`src/hdl/assert_macros.svh`:
```
// ---------------------------------------------------------------------------
// assert_macros.svh
// Concurrent assertion helpers, clocked on clk_i and disabled in reset.
// ---------------------------------------------------------------------------
`ifndef ASSERT_MACROS_SVH
`define ASSERT_MACROS_SVH

`ifndef NO_ASSERTIONS

// Property must hold at every clock edge outside reset.
`define ASSERT_ALWAYS(lbl, prop) \
  lbl: assert property (@(posedge clk_i) disable iff (!rst_ni) (prop)) \
    else $error("assertion failed");

// Antecedent in one cycle implies consequent in the next.
`define ASSERT_NEXT(lbl, ante, cons) \
  lbl: assert property (@(posedge clk_i) disable iff (!rst_ni) (ante) |=> (cons)) \
    else $error("assertion failed");

`else

`define ASSERT_ALWAYS(lbl, prop)
`define ASSERT_NEXT(lbl, ante, cons)

`endif

`endif

```
`src/hdl/lrbf_pkg.sv`:
```
// ---------------------------------------------------------------------------
// lrbf_pkg
// Shared constants, codes and types of the log record block fragmenter.
// ---------------------------------------------------------------------------
package lrbf_pkg;

  // Block and record geometry
  localparam int unsigned BlockSize      = 32768;
  localparam int unsigned MaxRecordBytes = 1048576;
  localparam int unsigned MaxResults     = 34;

  // Field widths
  localparam int unsigned LenW    = 21;
  localparam int unsigned CrcW    = 32;
  localparam int unsigned PadW    = 4;
  localparam int unsigned TypeW   = 4;
  localparam int unsigned FragW   = 15;
  localparam int unsigned HdrW    = 4;
  localparam int unsigned LogNumW = 32;
  localparam int unsigned CfgIdxW = 8;
  localparam int unsigned CfgDatW = 32;

  // Derived widths
  localparam int unsigned OffW = $clog2(BlockSize + 1);
  localparam int unsigned CmpW = (LenW > OffW) ? LenW : OffW;
  localparam int unsigned CntW = $clog2(MaxResults + 1);

  // Header sizes
  localparam logic [HdrW-1:0] LegacyHdr  = HdrW'(7);
  localparam logic [HdrW-1:0] RecycleHdr = HdrW'(11);

  // Fragment type codes
  localparam logic [TypeW-1:0] TypeFull    = TypeW'(1);
  localparam logic [TypeW-1:0] TypeFirst   = TypeW'(2);
  localparam logic [TypeW-1:0] TypeMiddle  = TypeW'(3);
  localparam logic [TypeW-1:0] TypeLast    = TypeW'(4);
  localparam logic [TypeW-1:0] RecycleBase = TypeW'(4);

  // Configuration register indexes
  localparam logic [CfgIdxW-1:0] CfgRecycleMode = CfgIdxW'(0);
  localparam logic [CfgIdxW-1:0] CfgLogNumber   = CfgIdxW'(1);

  // Request to the fragment unit
  typedef struct packed {
    logic [OffW-1:0] offset;
    logic [LenW-1:0] left;
    logic [HdrW-1:0] hdr;
  } frag_req_t;

  // Answer from the fragment unit
  typedef struct packed {
    logic [PadW-1:0]  pad;
    logic [FragW-1:0] frag_len;
    logic [OffW-1:0]  offset_next;
    logic [LenW-1:0]  left_next;
    logic             done;
  } frag_rsp_t;

endpackage

```
`src/hdl/lrbf_if.sv`:
```
// ---------------------------------------------------------------------------
// lrbf_if
// Valid/ready channels: record input, fragment output, register writes.
// ---------------------------------------------------------------------------
interface lrbf_rec_if import lrbf_pkg::*; ();
  logic            valid;
  logic            ready;
  logic [LenW-1:0] record_length;
  logic [CrcW-1:0] record_crc;

  modport source (output valid, record_length, record_crc, input ready);
  modport sink   (input valid, record_length, record_crc, output ready);
endinterface

interface lrbf_frag_if import lrbf_pkg::*; ();
  logic               valid;
  logic               ready;
  logic [PadW-1:0]    pad_bytes;
  logic [TypeW-1:0]   fragment_type;
  logic [FragW-1:0]   payload_bytes;
  logic [HdrW-1:0]    header_length;
  logic [CrcW-1:0]    header_crc;
  logic [LogNumW-1:0] header_log_number;
  logic               last_fragment;

  modport source (output valid, pad_bytes, fragment_type, payload_bytes,
                  header_length, header_crc, header_log_number, last_fragment,
                  input ready);
  modport sink   (input valid, pad_bytes, fragment_type, payload_bytes,
                  header_length, header_crc, header_log_number, last_fragment,
                  output ready);
endinterface

interface lrbf_cfg_if import lrbf_pkg::*; ();
  logic               valid;
  logic               ready;
  logic [CfgIdxW-1:0] index;
  logic [CfgDatW-1:0] data;

  modport source (output valid, index, data, input ready);
  modport sink   (input valid, index, data, output ready);
endinterface

```
`src/hdl/lrbf_frag_unit.sv`:
```
// ---------------------------------------------------------------------------
// lrbf_frag_unit
// Shared per-fragment arithmetic: tail padding, room left in the block,
// fragment size and the next block offset. Used once per fragment.
// ---------------------------------------------------------------------------
module lrbf_frag_unit import lrbf_pkg::*; (
  input  frag_req_t req_i,
  output frag_rsp_t rsp_o
);

  logic [OffW-1:0] leftover;
  logic            short_tail;
  logic [OffW-1:0] off_eff;
  logic [OffW-1:0] avail;
  logic [CmpW-1:0] avail_ext;
  logic [CmpW-1:0] left_ext;
  logic [CmpW-1:0] frag;

  // Bytes remaining in the current block, and whether a header fits
  assign leftover   = OffW'(BlockSize) - req_i.offset;
  assign short_tail = leftover < OffW'(req_i.hdr);
  assign off_eff    = short_tail ? '0 : req_i.offset;

  // Payload room after the header
  assign avail     = short_tail ? OffW'(BlockSize) - OffW'(req_i.hdr)
                                : leftover - OffW'(req_i.hdr);
  assign avail_ext = CmpW'(avail);
  assign left_ext  = CmpW'(req_i.left);
  assign frag      = (left_ext < avail_ext) ? left_ext : avail_ext;

  // Results
  always_comb begin
    rsp_o.pad         = short_tail ? leftover[PadW-1:0] : '0;
    rsp_o.frag_len    = frag[FragW-1:0];
    rsp_o.offset_next = off_eff + OffW'(req_i.hdr) + frag[OffW-1:0];
    rsp_o.left_next   = req_i.left - frag[LenW-1:0];
    rsp_o.done        = (left_ext == frag);
  end

endmodule

```
`src/hdl/log_record_block_fragmenter.sv`:
```
// ---------------------------------------------------------------------------
// log_record_block_fragmenter
// Splits a log record (length, CRC) into block-aligned fragments.
// The first fragment is registered after the record transfer, once the
// sequencer is in S_FRAG. Records are taken only in S_IDLE; one fragment per
// cycle from the shared fragment unit while the output is free.
// Reset: block offset 0, legacy mode, log number 0, output empty.
// ---------------------------------------------------------------------------
`include "assert_macros.svh"

module log_record_block_fragmenter import lrbf_pkg::*; (
  input  logic               clk_i,
  input  logic               rst_ni,
  lrbf_cfg_if.sink           cfg_i,
  lrbf_rec_if.sink           rec_i,
  lrbf_frag_if.source        frag_o
);

  typedef enum logic {
    S_IDLE,
    S_FRAG
  } state_e;

  state_e             state_q, state_d;
  logic               recycle_q;
  logic [LogNumW-1:0] lognum_q;
  logic [OffW-1:0]    offset_q;
  logic [LenW-1:0]    left_q;
  logic [CrcW-1:0]    crc_q;
  logic [CntW-1:0]    count_q;
  logic               out_valid_q;
  logic [PadW-1:0]    pad_q;
  logic [TypeW-1:0]   type_q;
  logic [FragW-1:0]   frag_q;
  logic [HdrW-1:0]    hdr_q;
  logic [CrcW-1:0]    ocrc_q;
  logic [LogNumW-1:0] olog_q;
  logic               last_q;

  logic               rec_xfer;
  logic               slot_free;
  logic               step;
  logic [HdrW-1:0]    hdr_cur;
  logic [LenW-1:0]    len_sat;
  logic               cap_hit;
  logic               frag_end;
  logic [TypeW-1:0]   type_code;
  frag_req_t          req;
  frag_rsp_t          rsp;

  // Handshakes
  assign cfg_i.ready = 1'b1;
  assign rec_i.ready = (state_q == S_IDLE);
  assign rec_xfer    = rec_i.valid && rec_i.ready;
  assign slot_free   = !out_valid_q || frag_o.ready;
  assign step        = (state_q == S_FRAG) && slot_free;

  // Record length saturation
  assign len_sat = (rec_i.record_length > LenW'(MaxRecordBytes)) ?
                   LenW'(MaxRecordBytes) : rec_i.record_length;

  // Fragment unit request
  assign hdr_cur    = recycle_q ? RecycleHdr : LegacyHdr;
  assign req.offset = offset_q;
  assign req.left   = left_q;
  assign req.hdr    = hdr_cur;

  lrbf_frag_unit u_frag (
    .req_i (req),
    .rsp_o (rsp)
  );

  // Fragment type and end of record
  assign cap_hit  = (count_q == CntW'(MaxResults - 1));
  assign frag_end = rsp.done || cap_hit;

  always_comb begin
    if (count_q == '0) begin
      type_code = rsp.done ? TypeFull : TypeFirst;
    end else begin
      type_code = rsp.done ? TypeLast : TypeMiddle;
    end
  end

  // Sequencer
  always_comb begin
    state_d = state_q;
    unique case (state_q)
      S_IDLE: begin
        if (rec_xfer) state_d = S_FRAG;
      end
      S_FRAG: begin
        if (step && frag_end) state_d = S_IDLE;
      end
      default: state_d = S_IDLE;
    endcase
  end

  // State, working registers and output register
  always_ff @(posedge clk_i or negedge rst_ni) begin
    if (!rst_ni) begin
      state_q     <= S_IDLE;
      recycle_q   <= 1'b0;
      lognum_q    <= '0;
      offset_q    <= '0;
      left_q      <= '0;
      crc_q       <= '0;
      count_q     <= '0;
      out_valid_q <= 1'b0;
      pad_q       <= '0;
      type_q      <= '0;
      frag_q      <= '0;
      hdr_q       <= '0;
      ocrc_q      <= '0;
      olog_q      <= '0;
      last_q      <= 1'b0;
    end else begin
      state_q <= state_d;

      // register writes
      if (cfg_i.valid && cfg_i.ready) begin
        unique case (cfg_i.index)
          CfgRecycleMode: recycle_q <= cfg_i.data[0];
          CfgLogNumber:   lognum_q  <= cfg_i.data[LogNumW-1:0];
          default: ;
        endcase
      end

      // record load
      if (rec_xfer) begin
        left_q  <= len_sat;
        crc_q   <= rec_i.record_crc;
        count_q <= '0;
      end

      // one fragment per step
      if (step) begin
        offset_q    <= rsp.offset_next;
        left_q      <= rsp.left_next;
        count_q     <= count_q + CntW'(1);
        out_valid_q <= 1'b1;
        pad_q       <= rsp.pad;
        type_q      <= type_code + (recycle_q ? RecycleBase : '0);
        frag_q      <= rsp.frag_len;
        hdr_q       <= hdr_cur;
        ocrc_q      <= crc_q;
        olog_q      <= recycle_q ? lognum_q : '0;
        last_q      <= frag_end;
      end else if (frag_o.valid && frag_o.ready) begin
        // output slot drains
        out_valid_q <= 1'b0;
      end
    end
  end

  // Output channel
  assign frag_o.valid             = out_valid_q;
  assign frag_o.pad_bytes         = pad_q;
  assign frag_o.fragment_type     = type_q;
  assign frag_o.payload_bytes     = frag_q;
  assign frag_o.header_length     = hdr_q;
  assign frag_o.header_crc        = ocrc_q;
  assign frag_o.header_log_number = olog_q;
  assign frag_o.last_fragment     = last_q;

  // Checks
  `ASSERT_ALWAYS(a_offset_in_block, offset_q <= OffW'(BlockSize))
  `ASSERT_ALWAYS(a_pad_below_hdr, !out_valid_q || pad_q < hdr_q)
  `ASSERT_ALWAYS(a_mid_record_left, !(state_q == S_FRAG && count_q != '0) || left_q != '0)
  `ASSERT_NEXT(a_accept_starts, rec_xfer, state_q == S_FRAG && count_q == '0)

endmodule

```
`src/flat_wrapper.sv`:
```
// flat-port wrapper written by rule: the top's interface ports become plain ports
module log_record_block_fragmenter_flat import lrbf_pkg::*;
  (clk_i, rst_ni, cfg_i_valid, cfg_i_index, cfg_i_data, cfg_i_ready, rec_i_valid, rec_i_record_length, rec_i_record_crc, rec_i_ready, frag_o_valid, frag_o_pad_bytes, frag_o_fragment_type, frag_o_payload_bytes, frag_o_header_length, frag_o_header_crc, frag_o_header_log_number, frag_o_last_fragment, frag_o_ready);
  lrbf_cfg_if cfg_i_i ();
  lrbf_rec_if rec_i_i ();
  lrbf_frag_if frag_o_i ();
  input  logic clk_i;
  input  logic rst_ni;
  input wire logic [$bits(cfg_i_i.valid)-1:0] cfg_i_valid;
  input wire logic [$bits(cfg_i_i.index)-1:0] cfg_i_index;
  input wire logic [$bits(cfg_i_i.data)-1:0] cfg_i_data;
  output wire logic [$bits(cfg_i_i.ready)-1:0] cfg_i_ready;
  input wire logic [$bits(rec_i_i.valid)-1:0] rec_i_valid;
  input wire logic [$bits(rec_i_i.record_length)-1:0] rec_i_record_length;
  input wire logic [$bits(rec_i_i.record_crc)-1:0] rec_i_record_crc;
  output wire logic [$bits(rec_i_i.ready)-1:0] rec_i_ready;
  output wire logic [$bits(frag_o_i.valid)-1:0] frag_o_valid;
  output wire logic [$bits(frag_o_i.pad_bytes)-1:0] frag_o_pad_bytes;
  output wire logic [$bits(frag_o_i.fragment_type)-1:0] frag_o_fragment_type;
  output wire logic [$bits(frag_o_i.payload_bytes)-1:0] frag_o_payload_bytes;
  output wire logic [$bits(frag_o_i.header_length)-1:0] frag_o_header_length;
  output wire logic [$bits(frag_o_i.header_crc)-1:0] frag_o_header_crc;
  output wire logic [$bits(frag_o_i.header_log_number)-1:0] frag_o_header_log_number;
  output wire logic [$bits(frag_o_i.last_fragment)-1:0] frag_o_last_fragment;
  input wire logic [$bits(frag_o_i.ready)-1:0] frag_o_ready;
  assign cfg_i_i.valid = cfg_i_valid;
  assign cfg_i_i.index = cfg_i_index;
  assign cfg_i_i.data = cfg_i_data;
  assign cfg_i_ready = cfg_i_i.ready;
  assign rec_i_i.valid = rec_i_valid;
  assign rec_i_i.record_length = rec_i_record_length;
  assign rec_i_i.record_crc = rec_i_record_crc;
  assign rec_i_ready = rec_i_i.ready;
  assign frag_o_valid = frag_o_i.valid;
  assign frag_o_pad_bytes = frag_o_i.pad_bytes;
  assign frag_o_fragment_type = frag_o_i.fragment_type;
  assign frag_o_payload_bytes = frag_o_i.payload_bytes;
  assign frag_o_header_length = frag_o_i.header_length;
  assign frag_o_header_crc = frag_o_i.header_crc;
  assign frag_o_header_log_number = frag_o_i.header_log_number;
  assign frag_o_last_fragment = frag_o_i.last_fragment;
  assign frag_o_i.ready = frag_o_ready;
  log_record_block_fragmenter u_core (.clk_i(clk_i), .rst_ni(rst_ni), .cfg_i(cfg_i_i), .rec_i(rec_i_i), .frag_o(frag_o_i));
endmodule
```
`config.mk`:
```
export PLATFORM = sky130hd
export DESIGN_NAME = log_record_block_fragmenter_flat
export DESIGN_NICKNAME = d
export VERILOG_FILES = /design/src/hdl/lrbf_pkg.sv /design/src/hdl/lrbf_if.sv /design/src/hdl/lrbf_frag_unit.sv /design/src/hdl/log_record_block_fragmenter.sv /design/src/flat_wrapper.sv
export VERILOG_INCLUDE_DIRS = /design/src /design/src/hdl
export SDC_FILE = /design/constraint.sdc
export NUM_CORES = 1
export LEC_CHECK = 0
export BUFFER_PORTS_ARGS = -buffer_cell sky130_fd_sc_hd__buf_2
export CAP_MARGIN = 25
export CORE_ASPECT_RATIO = 1.5
export CORE_MARGIN = 8
export CORE_UTILIZATION = 43
export DETAILED_ROUTE_END_ITERATION = 12
export PLACE_DENSITY = 0.7
export SETUP_SLACK_MARGIN = 0.5
export SLEW_MARGIN = 20
export SYNTH_ARGS = -nofsm -noshare
export SYNTH_HDL_FRONTEND = slang
export SYNTH_SLANG_ARGS = --single-unit
export TNS_END_PERCENT = 5
```
`constraint.sdc`:
```
create_clock -name clk_i -period 11.95 [get_ports clk_i]
set_clock_uncertainty 0.1 [all_clocks]
set_input_delay 0.5975 -clock clk_i [delete_from_list [all_inputs] [get_ports clk_i]]
set_output_delay 0.5975 -clock clk_i [all_outputs]
set_load 0.005 [all_outputs]
```
# Word-level counts from Yosys, hierarchy flattened
# Index checks and enable logic that the tools add are counted.
[totals]
reg_bits = 202
output_inout_bits = 95
word_cells = 63
[classes]
addsub = 8
magnitude_cmp = 3
n_eq_ne = 3
muxes = 20
bitwise = 1
n_reduce_logical = 13
[op_table]
columns = ["operator", "count"]
rows = [
  ["21-bit two-way mux", 4],
  ["16-bit two-way mux", 2],
  ["32-bit two-way mux", 1],
  ["21-bit == test", 1],
  ["21-bit > comparator, second input constant", 1],
  ["21-bit by 16-bit < comparator with 1-bit output", 1],
  ["21-bit subtractor", 1],
  ["16-bit adder", 1],
  ["16-bit by 4-bit adder with 16-bit output", 1],
  ["16-bit by 4-bit < comparator with 1-bit output", 1],
  ["16-bit subtractor, first input constant", 1],
  ["16-bit by 4-bit subtractor with 16-bit output", 1],
  ["16-bit by 4-bit subtractor with 16-bit output, first input constant", 1],
  ["6-bit two-way mux", 2],
  ["3-bit two-way mux", 3],
  ["8-bit by 1-bit == test with 1-bit output, second input constant", 1],
  ["8-bit zero test", 1],
  ["4-bit two-way mux", 2],
  ["6-bit by 1-bit adder with 6-bit output, second input constant", 1],
  ["6-bit == test, second input constant", 1],
  ["6-bit zero test", 1],
  ["4-bit adder", 1],
  ["1-bit logical AND", 4],
  ["1-bit two-way mux", 4],
  ["7 further kinds", 10],
]

# Longest topological paths before layout
# Gate-level depths: netlist of the first run.
[logic_depth]
depth_word = 10
ltp_mapped = 43

# Modules after synthesis
# A second synthesis of the first run with hierarchy kept.
[hier_totals]
hier_cells = 1351
area_unflattened_um2 = 11727.5
[modules_own_cells]
columns = ["mod", "instances", "cells_per_inst", "area_per_inst_um2", "seq_area_each_um2"]
rows = [
  ["log_record_block_fragmenter", 1, 806, 8022.7, 5029.8],
  ["lrbf_frag_unit", 1, 545, 3704.8, 0.0],
]

# Least setup slack after synthesis of the first run
# OpenSTA, ideal clock, no wires.
[synth_timing]
path_kind = "register -> register"
from = "register u_core.offset_q[0]"
to = "register u_core.offset_q[15]"
arrival_ps = 8285
required_time_ps = 11713
path_slack_ps = 3428
path_stages_with_launch = 43
n_path_buf = 6
period_less_slack_ps = 8522
path_cell_list = "dfrtp_1 -> clkbuf_1 -> inv_1 -> ha_1 -> buf_1 -> xnor2_1 -> ha_1 -> a21o_1 -> a21o_1 -> a211oi_1 -> and2_1 -> clkbuf_1 -> nand3_4 -> clkbuf_1 -> nand3_1 -> inv_1 -> ha_1 -> nand3_1 -> [... 7 more ...] -> nand2_1 -> o21ai_0 -> xnor2_1 -> ha_1 -> a31o_2 -> ha_1 -> nor2b_1 -> o21ai_0 -> a21boi_0 -> o21ai_0 -> a21boi_0 -> o21ai_0 -> a21oi_1 -> o41ai_1 -> o21ai_0 -> xnor2_1 -> mux2i_1 -> a21oi_1"
[synth_between]
elab_chain_len = 6
word_cells_on_any_way = 9
[synth_lines]
columns = ["element", "line_no", "source"]
rows = [
  ["start, declared", "log_record_block_fragmenter.sv:27", "logic [OffW-1:0] offset_q;"],
  ["start signal, assigned", "log_record_block_fragmenter.sv:138", "offset_q <= rsp.offset_next;"],
  ["16-bit subtractor", "lrbf_frag_unit.sv:20", "assign leftover = OffW'(BlockSize) - req_i.offset;"],
  ["16-bit by 4-bit subtractor with 16-bit output / 16-bit by 4-bit < comparator with 1-bit output (equally long branches)", "lrbf_frag_unit.sv:26, lrbf_frag_unit.sv:21", ""],
  ["16-bit two-way mux", "lrbf_frag_unit.sv:25", "assign avail = short_tail ? OffW'(BlockSize) - OffW'(req_i.hdr)"],
  ["21-bit by 16-bit < comparator with 1-bit output", "lrbf_frag_unit.sv:29", "assign frag = (left_ext < avail_ext) ? left_ext : avail_ext;"],
  ["21-bit two-way mux", "lrbf_frag_unit.sv:29", ""],
  ["16-bit adder (*)", "lrbf_frag_unit.sv:35", "rsp_o.offset_next = off_eff + OffW'(req_i.hdr) + frag[OffW-1:0];"],
]
# Mark *: on every way between the ends. The rest lies on a longest branch, timed or not.
# A chain may end at the register's enable or synchronous reset.

# Final worst setup path of the first run
# Same ends and word-level chain as after synthesis.

==> results of run 1 <==
==> logic make-up (layout without fill, tap and decap cells) <==
family | count (synthesis) | count (layout)
adders and majority gates | 63 | 63
xor gates and xnor gates | 58 | 58
muxes | 47 | 47
AOI/OAI and AO/OA | 240 | 240
and+or+nand+nor | 580 | 580
other | 1 | 5
buffers and inverters | 123 | 285
DFF | 201 | 201
==> timing repair <==
action	CTS	global route
hold buffers	1	0
endpoints found under the setup margin	0	0
endpoints found under the hold margin	15	0
==> flip-flops by register name (all words and copies together) (netlist names) <==
name and flops:
u_core.offset_q 16, u_core.frag_o.header_crc 32, u_core.crc_q 32, u_core.frag_o.last_fragment 1, u_core.frag_o.fragment_type 4, u_core.left_q 21
u_core.frag_o.header_log_number 32, u_core.frag_o.valid 1, u_core.state_q 1, u_core.frag_o.header_length 3, u_core.frag_o.payload_bytes 15, u_core.recycle_q 1
u_core.frag_o.pad_bytes 4, u_core.count_q 6, u_core.lognum_q 32
==> worst paths after layout <==
| kind | to | slack (ps) | startpoint | depth (start not counted) |
|---|---|---|---|---|
| max in group asynchronous | u_core.lognum_q[2] | 9320 | rst_ni | 4 |
| setup / recovery | u_core.offset_q[15] | 1770 | u_core.offset_q[0] | 36 |
| min in group asynchronous | u_core.frag_o.payload_bytes[12] | 550 | rst_ni | 2 |
| hold / removal | u_core.crc_q[14] | 190 | rec_i_record_crc[14] | 3 |
| setup reg to reg | u_core.offset_q[15] | 1770 | u_core.offset_q[0] | 36 |
| hold reg to reg | u_core.frag_o.header_log_number[16] | 360 | u_core.frag_o.header_log_number[16] | 2 |
==> per-stage QoR <==
stage | utilization [%] | power (uW) | cell area, sq um | setup slack (ps)
after floorplan | - | 2920 | 11500 | 3430
after global placement | 47.9 | 3490 | 12600 | 2220
after detailed placement | 47.9 | 3550 | 12600 | 1900
after CTS | 51.0 | 4330 | 13500 | 1840
after global routing | 51.0 | 4710 | 13500 | 793
final | 51.0 | 4310 | 13500 | 1770
==> power breakdown <==
group / switching (uW) / internal, uW / leakage, uW
sequential: 171 / 826 / 0.00258
combinational: 1480 / 1080 / 0.00389
clock: 277 / 477 / 0.000393
==> synth_stat cells (all sizes together), types with 7 or more instances <==
| master | number |
|---|---|
| nand2 | 381 |
| dfrtp | 201 |
| o21ai | 84 |
| ha | 62 |
| nand3 | 51 |
| a21oi | 48 |
| nor2 | 48 |
| inv | 47 |
| clkbuf | 46 |
| mux2 | 38 |
| xnor2 | 38 |
| buf | 30 |
| nor3 | 21 |
| xor2 | 20 |
| and2 | 16 |
| a31oi | 13 |
| a211oi | 11 |
| a21o | 11 |
| nor4 | 11 |
| o211ai | 10 |
| and3 | 9 |
| mux2i | 9 |
| or3 | 9 |
| o31ai | 8 |
| nand4 | 7 |
==> layer usage <==
layer,wire length [um],part of all wire (%),track usage [%],up-vias
met4,1290,4.1,9.08,6
met2,16600,52,34.8,243
met3,1660,5.2,4.30,85
met5,34,0.11,0,-
li1,-,-,-,4781
met1,12300,39,21.8,4659
==> area by class of cell <==
type                            count  area share (%)
Tap cell                          337            3.13
Multi-Input combinational cell    989            44.5
Antenna cell                        4          0.0743
Inverter                           47            1.31
Timing Repair Buffer              201            7.76
Clock inverter                     12            1.63
Sequential cell                   201            37.3
Clock buffer                       25            4.31
==> tightest hold or removal path, stage by stage <==
cell                      delay, ps
sky130_fd_sc_hd__buf_2           70
sky130_fd_sc_hd__nand2_1         40
sky130_fd_sc_hd__nand2_1         40
==> flow_metrics.tcl, run 1 <==
set metrics [dict create \
    drt_iter0_markers 509 \
    antenna_found_initial 7 \
    synthTopCellsByArea "sky130_fd_sc_hd__dfrtp_1 (44%), sky130_fd_sc_hd__nand2_1 (12%), sky130_fd_sc_hd__ha_1 (6.8%), sky130_fd_sc_hd__mux2_2 (3.5%), sky130_fd_sc_hd__o21ai_0 (3.4%)" \
    globalRoute.totalOverflow 0 \
    netlist_area_sq_mm 0.0115 \
    grt_pass1_wl_um 52100 \
    p_per_area_mw_per_mm2 320 \
    synth.net_count 1474 \
    finalSetupTns_ps 0 \
    timing.hold.worst.class "input port to register" \
    post-route-period-util_pct 85.2 \
    router_iterations_before_antenna_repair 5 \
    synth_seq_cells 201 \
    multiInputGateArea_sq_mm 0.00599 \
    first_global_vias 10200 \
    maxCapViolations 0 \
    ys_async_sr_fraction_pct 100 \
    fmax_mhz 98.2 \
    grt_usage_pct 19.6 \
    tightestPinTransition_ps 970 \
    relSlewSlack_pct 35.4 \
    syn_inst 1313 \
    routabilityCongestion 0.913 \
    crit_required_ps 12210 \
    setup_viol 0 \
    ctsLongestPathBuffers 3 \
    setup.worst_path.class "register to register" \
    crit_family "compound AO/OA/AOI/OAI gates" \
    timing.critical_path.from_type "register" \
    outcome "finished clean" \
    path_clk_slew_ps 70 \
    crit_path_max_fanout 37 \
    critical-path-slowest-cell "sky130_fd_sc_hd__dfrtp_1" \
    layout.filler_cells 2452 \
    initial_utilization_pct 43.5 \
    endpoint_kind "register" \
    place.port_buffers 191 \
    std_cell_rows 73 \
    die_x_um 149 \
    ys_types 82 \
    layout.cells.most_common_list "sky130_fd_sc_hd__nand2_1 (379), sky130_fd_sc_hd__dfrtp_1 (201), sky130_fd_sc_hd__buf_2 (190), sky130_fd_sc_hd__o21ai_0 (79), sky130_fd_sc_hd__ha_1 (62)" \
    ir_worst_vdd_v 0.000175 \
    fin_worst_hold_slack_ps 192 \
    post_synth_mux_area_share_pct 4.65 \
    synth_area_leader_cell "sky130_fd_sc_hd__dfrtp_1" \
    grt_max_degree 92 \
    synth-simple-area-share_pct 22.1 \
    cts_repair_resize_count 0 \
    die_height_um 216 \
    cpMostUsedCell "sky130_fd_sc_hd__ha_1" \
    sequential_to_total_area_share_from_yosys_stat_pct 43.8 \
    drcViolationCount 0 \
    cellLeakagePower_uw 0.00687 \
    cpPeakStageDelay_ps 510 \
    vias_per_cell 5.38 \
    synth_top_family_by_area "simple AND/OR/NAND/NOR gates" \
    worst_skew_late_latency_ps 490 \
    synth-adder-area-share_pct 6.93 \
    fin_cells 1816 \
    layout.cells.most_common "sky130_fd_sc_hd__nand2_1" \
    cts_num_sinks 201 \
    tritoncts.num_buffers 21 \
    design.portCount 193 \
    synth_xor_xnor_area_share_pct 4.42 \
    hold_violations 0 \
    sequential_cell_area_sq_mm 0.00503 \
    antenna_left 0 \
    area_delta_synth_final_pct 17.3 \
    cts_root_buffer "sky130_fd_sc_hd__clkbuf_16" \
    wire_per_inst_um 17.6 \
    complex_gate_fraction_of_the_synthesized_area_pct 13.9 \
    min_period_ps 10180 \
    synthesis.yosys.warnings 0 \
    grt_setup_unrepaired "false" \
    place_inst 1774 \
    cp_num_buf_inv 4 \
    synth_largest_type_area_fraction_pct 43.8 \
    cp.arrival_ps 10440 \
    coreArea_sq_mm 0.0264 \
    drive_above_1_share_pct 20.6 \
    die-area_sq_mm 0.0323 \
    post-cts-setup-buffers 0 \
    synth_flop_cell "sky130_fd_sc_hd__dfrtp_1" \
    num_vias 9774 \
    tritoncts_clock_tree "yes" \
    cts_max_level 1 \
    timing_max_transition_violations_final 0 \
    nNetsFinal 1622 \
    synth_edf_count 0 \
    avgSynthCellArea_sq_um 8.75 \
    place.detailed.hpwl_um 23200 \
    detail_route.wirelength_um 31900 \
]
Note: power is estimated with default switching activity, not from simulation.
==> inputs of run 2 (changes only) <==
--- a/config.mk
+++ b/config.mk
@@ -9,7 +9,7 @@
 export BUFFER_PORTS_ARGS = -buffer_cell sky130_fd_sc_hd__buf_2
 export CAP_MARGIN = 25
 export CORE_ASPECT_RATIO = 1.5
-export CORE_MARGIN = 8
+export CORE_MARGIN = 5
 export CORE_UTILIZATION = 43
 export DETAILED_ROUTE_END_ITERATION = 12
 export PLACE_DENSITY = 0.7
==> constraint.sdc (replaced) <==
create_clock -name clk_i -period 9.7 [get_ports clk_i]
set_clock_uncertainty 0.1 [all_clocks]
set_input_delay 0.485 -clock clk_i [delete_from_list [all_inputs] [get_ports clk_i]]
set_output_delay 0.485 -clock clk_i [all_outputs]
set_load 0.005 [all_outputs]
==> run 2 against run 1 <==
Net effect: the run now ends with negative hold slack left; register-to-register slack lost 550 ps; highest routed layer unchanged; largest power group unchanged; first-iteration DRC count grew 28%; total power increased by 21%; critical endpoint unchanged; setup slack got worse by 550 ps; critical path depth is 5 lower; design area shrank 0.45%; clock power grew 4.1%; flip-flop and latch count did not move; largest cell class unchanged; sequential share of layout area increased by 0.18 points; maximum frequency is 20% higher; wire length is 1.8% lower; utilization shrank 0.23 points.
==> flow_metrics.tcl, run 2 (same netlist as run 1, synthesis figures left out) <==
set metrics [dict create \
    post-cts-setup-buffers 0 \
    nNetsFinal 1626 \
    critical-path-slowest-cell "sky130_fd_sc_hd__or4_4" \
    ctsLongestPathBuffers 3 \
    drive_above_1_share_pct 21.1 \
    detail_route.wirelength_um 31300 \
    design.portCount 193 \
    drt_iter0_markers 649 \
    final_core_utilization_pct 50.8 \
    finalSetupTns_ps 0 \
    fmax_mhz 118 \
    cts_num_sinks 201 \
    rr_endpoint "u_core.offset_q[15]" \
    routabilityCongestion 0.901 \
    area_delta_synth_final_pct 16.8 \
    setup_viol 0 \
    drcViolationCount 0 \
    crit_required_ps 9990 \
    coreArea_sq_mm 0.0264 \
    layout.cells.most_common "sky130_fd_sc_hd__nand2_1" \
    die-area_sq_mm 0.0301 \
    worstReg2RegStart "u_core.offset_q[5]" \
    cts_max_level 1 \
    cts_root_buffer "sky130_fd_sc_hd__clkbuf_16" \
    outcome "finished, violations left" \
    std_cell_rows 73 \
    tritoncts_clock_tree "yes" \
    timing.hold.worst.class "input port to asynchronous set/reset pin" \
    timing.reg2reg.worst_path_depth 31 \
    path_clk_slew_ps 60 \
    maxCapViolations 0 \
    layout.filler_cells 2443 \
    cp_num_buf_inv 2 \
    setup.worst_path.class "register to register" \
    grt_usage_pct 20.5 \
    ir_worst_vdd_v 0.000197 \
    worst_skew_late_latency_ps 510 \
    router_iterations_before_antenna_repair 5 \
    tightestPinTransition_ps 985 \
    timing_max_transition_violations_final 0 \
    grt_max_degree 124 \
    failed_checks "negative hold slack" \
    post-route-period-util_pct 87.4 \
    crit_path_max_fanout 34 \
    cpPeakStageDelay_ps 600 \
    p_per_area_mw_per_mm2 389 \
    first_global_vias 10000 \
    antenna_left 0 \
    fin_worst_hold_slack_ps -2.77 \
    relSlewSlack_pct 34.1 \
    cp.arrival_ps 8770 \
    endpoint_kind "register" \
    cts.hold.buffers_added 0 \
    wire_per_inst_um 17.3 \
    initial_utilization_pct 43.5 \
    num_vias 9915 \
    cellLeakagePower_uw 0.00684 \
    place.port_buffers 191 \
    die_x_um 143 \
    grt_pass1_wl_um 50700 \
    grt_setup_unrepaired "false" \
    timing.critical_path.from_type "register" \
    min_period_ps 8480 \
    antenna_found_initial 4 \
    globalRoute.totalOverflow 0 \
    vias_per_cell 5.46 \
    reg2reg_setup_slack_ps 1220 \
    hold_violations 4 \
    place.detailed.hpwl_um 22400 \
    layout.cells.most_common_list "sky130_fd_sc_hd__nand2_1 (379), sky130_fd_sc_hd__dfrtp_1 (200), sky130_fd_sc_hd__buf_2 (190), sky130_fd_sc_hd__o21ai_0 (77), sky130_fd_sc_hd__ha_1 (62)" \
    tritoncts.num_buffers 21 \
    die_height_um 210 \
    crit_family "compound AO/OA/AOI/OAI gates" \
]
-- run 2: cell types whose count changed in the layout (fill, tap and decap cells not counted), moves of 2 or more --
cell	delta
sky130_fd_sc_hd__o21ai_0	-2
sky130_fd_sc_hd__clkbuf_1	+2
sky130_fd_sc_hd__clkbuf_8	-2
sky130_fd_sc_hd__diode_2	-3
sky130_fd_sc_hd__buf_4	+3
sky130_fd_sc_hd__clkinv_2	+2
sky130_fd_sc_hd__bufinv_16	-5
sky130_fd_sc_hd__o21ai_1	+2
-- run 2: layout make-up --
| type | instances | area [sq um] | share of cell area, % |
|---|---|---|---|
| antenna | 1 | 2.50 | 0.0187 |
| clock buffer | 26 | 574 | 4.28 |
| clock inverter | 10 | 87.6 | 0.653 |
| inverter | 47 | 176 | 1.32 |
| multi-input combinational | 989 | 6020 | 44.9 |
| sequential | 201 | 5030 | 37.5 |
| tap | 337 | 422 | 3.14 |
| timing repair buffer | 205 | 1100 | 8.19 |
-- run 2: per-layer routing --
metal | vias to the layer above | share of wire, % | track usage, %
met3 | 89 | 5.4 | 4.20
met2 | 265 | 52 | 36.6
met5 | - | 0.11 | 0
met1 | 4771 | 39 | 23.7
li1 | 4784 | - | -
met4 | 6 | 4.0 | 8.48
-- run 2: worst max path at each step --
| stage | from | to | slack [ps] | cells after the start |
|---|---|---|---|---|
| floorplan | u_core.offset_q[0] | u_core.offset_q[15] | 1180 | 42 |
| detailed placement | u_core.offset_q[0] | u_core.offset_q[15] | 510 | 36 |
| global placement | u_core.offset_q[5] | u_core.offset_q[15] | 690 | 31 |
| global route | u_core.offset_q[5] | u_core.offset_q[15] | 590 | 32 |
| CTS | u_core.offset_q[0] | u_core.offset_q[15] | 580 | 35 |
| finish | u_core.offset_q[5] | u_core.offset_q[15] | 1220 | 31 |
-- run 2: through the flow --
step,std cells,instance area (sq um),worst slack [ps],power (uW)
final,1816,13400,1220,5210
after global routing,1816,13400,589,5660
after global placement,1778,12700,692,4320
after detailed placement,1778,12700,512,4400
after floorplan,1313,11500,1180,3600
after CTS,1814,13300,582,5210
-- run 2: power breakdown --
group | switching (uW) | internal (uW) | total [uW]
clock network | 337 | 448 | 785
logic | 1830 | 1360 | 3200
registers | 212 | 1020 | 1230
total | 2380 | 2830 | 5210
-- run 2: what timing repair did --
| item | 4_1_cts | 5_1_grt |
|---|---|---|
| endpoints found under the setup margin | 1 | 4 |
| resized for setup | 1 | 9 |
| pin swaps | 0 | 0 |
==> inputs of run 3 (changes only) <==
--- a/config.mk
+++ b/config.mk
@@ -10,9 +10,9 @@
 export CAP_MARGIN = 25
 export CORE_ASPECT_RATIO = 1.5
 export CORE_MARGIN = 5
-export CORE_UTILIZATION = 43
+export CORE_UTILIZATION = 45
 export DETAILED_ROUTE_END_ITERATION = 12
-export PLACE_DENSITY = 0.7
+export PLACE_DENSITY = 0.72
 export SETUP_SLACK_MARGIN = 0.5
 export SLEW_MARGIN = 20
 export SYNTH_ARGS = -nofsm -noshare
==> run 3 against run 2 <==
Net effect: the flow now finishes without violations; maximum frequency about the same; cell count down 0.17%; sequential power hardly changed; critical path depth increased by 1; wire length is 1.8% lower; via count is 0.54% lower; setup slack got worse by 1.9 ps.
==> flow_metrics.tcl, run 3 (same netlist as run 1, synthesis figures left out) <==
set metrics [dict create \
    timing.critical_path.from_type "register" \
    antenna_left 0 \
    std_cell_rows 71 \
    fin_worst_hold_slack_ps 62.4 \
    tightestPinTransition_ps 901 \
    relSlewSlack_pct 39.7 \
    nNetsFinal 1632 \
    p_per_area_mw_per_mm2 388 \
    post-route-period-util_pct 87.5 \
    die-area_sq_mm 0.0289 \
    hold_violations 0 \
    endpoint_kind "register" \
    wire_per_inst_um 17.0 \
    multiInputGateArea_sq_mm 0.00603 \
    sequential_cell_area_sq_mm 0.00503 \
    path_clk_slew_ps 70 \
    cp.arrival_ps 8760 \
    grtUsageMet3_pct 4.21 \
    reg2reg_setup_slack_ps 1220 \
    final_core_utilization_pct 53.6 \
    tritoncts_clock_tree "yes" \
    ir_worst_vdd_v 0.000182 \
    crit_path_max_fanout 34 \
    coreArea_sq_mm 0.0251 \
    setup_viol 0 \
    layout.cells.most_common_list "sky130_fd_sc_hd__nand2_1 (379), sky130_fd_sc_hd__dfrtp_1 (200), sky130_fd_sc_hd__buf_2 (190), sky130_fd_sc_hd__o21ai_0 (78), sky130_fd_sc_hd__ha_1 (62)" \
    router_iterations_before_antenna_repair 5 \
    setup.worst_path.class "register to register" \
    cellLeakagePower_uw 0.00687 \
    area_delta_synth_final_pct 17.4 \
    detail_route.wirelength_um 30800 \
    timing_max_transition_violations_final 0 \
    worstReg2RegStart "u_core.offset_q[5]" \
    post-layout-total-power_uw 5230 \
    share_clk_of_total_power_pct 15.5 \
    initial_utilization_pct 45.7 \
    groute.layer.met2.usage_pct 37.1 \
    grt_setup_unrepaired "false" \
    cpMostUsedCell "sky130_fd_sc_hd__o21ai_0" \
    first_global_vias 10100 \
    num_vias 9861 \
    worst_slack_ps 1220 \
    drcViolationCount 0 \
    fmax_mhz 118 \
    vias_per_cell 5.44 \
    min_period_ps 8480 \
    cts_max_level 1 \
    drt_iter0_markers 512 \
    globalRoute.totalOverflow 0 \
    worst_skew_late_latency_ps 520 \
    cts_num_sinks 201 \
    place.port_buffers 191 \
    critical-path-slowest-cell "sky130_fd_sc_hd__or4_4" \
    layout.cells.most_common "sky130_fd_sc_hd__nand2_1" \
    internal_power_uw 2860 \
    grt_usage_pct 21.2 \
    worst_setup_path_endpoint "u_core.offset_q[15]" \
    timing.reg2reg.worst_path_depth 32 \
    timing.hold.worst.class "input port to register" \
    globalRoute.busiestLayer "met2" \
    finalSetupTns_ps 0 \
    drive_above_1_share_pct 21.2 \
    rr_endpoint "u_core.offset_q[15]" \
    p_sw_uw 2370 \
    design.portCount 193 \
    grt_max_degree 102 \
    die_height_um 206 \
    power_frac_comb_pct 61.0 \
    cpPeakStageDelay_ps 600 \
    tritoncts.num_buffers 22 \
    antenna_found_initial 5 \
    cts_root_buffer "sky130_fd_sc_hd__clkbuf_16" \
    grt_pass1_wl_um 51100 \
    maxCapViolations 0 \
    die_x_um 140 \
    power.switching_fraction_pct 45.3 \
    place.detailed.hpwl_um 22300 \
    outcome "finished clean" \
    seqPwrFrac_pct 23.5 \
    placement.setup.worst_slack_ps 458 \
    layout.filler_cells 2344 \
    use_met1_pct 25.2 \
    crit_required_ps 9980 \
    ctsLongestPathBuffers 3 \
    routabilityCongestion 0.914 \
    worst_setup_path_startpoint "u_core.offset_q[5]" \
]
-- run 3: cell count changes in the layout (fill, tap and decap cells not counted), moves of 2 or more --
cell                        before  now
sky130_fd_sc_hd__buf_4          11   16
sky130_fd_sc_hd__clkbuf_16      21   23
sky130_fd_sc_hd__clkinv_2        5    3
sky130_fd_sc_hd__a21boi_0        3    0
sky130_fd_sc_hd__buf_6           2    0
sky130_fd_sc_hd__clkbuf_1        2    5
sky130_fd_sc_hd__a21boi_1        0    3
-- run 3: power groups by stage --
stage | clock (uW) | combinational [uW] | sequential, uW
finish | 812 | 3190 | 1230
global route | 874 | 3590 | 1260
CTS | 833 | 3180 | 1220
detailed placement | 0 | 3160 | 1240
global placement | 0 | 3090 | 1230
floorplan | 0 | 2460 | 1130
-- run 3: area by class of cell --
| type | count | area share, % |
|---|---|---|
| multi-input combinational | 989 | 44.7 |
| sequential | 201 | 37.3 |
| timing repair buffer | 210 | 8.47 |
| clock buffer | 30 | 4.61 |
| tap | 328 | 3.04 |
| inverter | 47 | 1.31 |
| clock inverter | 6 | 0.473 |
| antenna | 2 | 0.0371 |
-- run 3: stage by stage --
| step | cell area, sq um | cells |
|---|---|---|
| floorplan | 11500 | 1313 |
| global placement | 12700 | 1770 |
| detailed placement | 12700 | 1770 |
| CTS | 13400 | 1807 |
| global route | 13500 | 1812 |
| finish | 13500 | 1813 |
-- run 3: worst min path at each step --
stage | from | slack [ps] | end | cells after the start
floorplan | rst_ni | 90 | u_core.count_q[0] | 0
global placement | u_core.crc_q[5] | 350 | u_core.frag_o.header_crc[5] | 2
detailed placement | u_core.frag_o.header_log_number[10] | 350 | u_core.frag_o.header_log_number[10] | 2
CTS | rec_i_record_crc[14] | 50 | u_core.crc_q[14] | 3
global route | rec_i_record_crc[19] | 60 | u_core.crc_q[19] | 3
finish | rec_i_record_crc[19] | 60 | u_core.crc_q[19] | 3
-- run 3: repair_timing --
action / CTS / global route
pin swaps: 0 / 2
hold buffers: 1 / 0
buffers inserted: 0 / 2
setup endpoints to repair: 1 / 6
gates resized for setup: 1 / 13
hold endpoints to repair: 76 / 0
-- run 3: worst max-delay path: cells and delay by family (launching register included) --
| kind | cells | cell delay, ps |
|---|---|---|
| buf+inv | 3 | 510 |
| xor+xnor | 2 | 380 |
| simple gates | 11 | 3210 |
| flops | 1 | 500 |
| compound gates | 12 | 2520 |
| mux | 1 | 210 |
| fa+ha+maj | 3 | 890 |
-- run 3: metal layers --
metal	up-vias	share of wire, %	wire, um
met2	255	52	15900
met1	4721	39	11900
met4	8	4.1	1280
met5	-	0.16	48
li1	4790	-	-
met3	87	5.3	1640
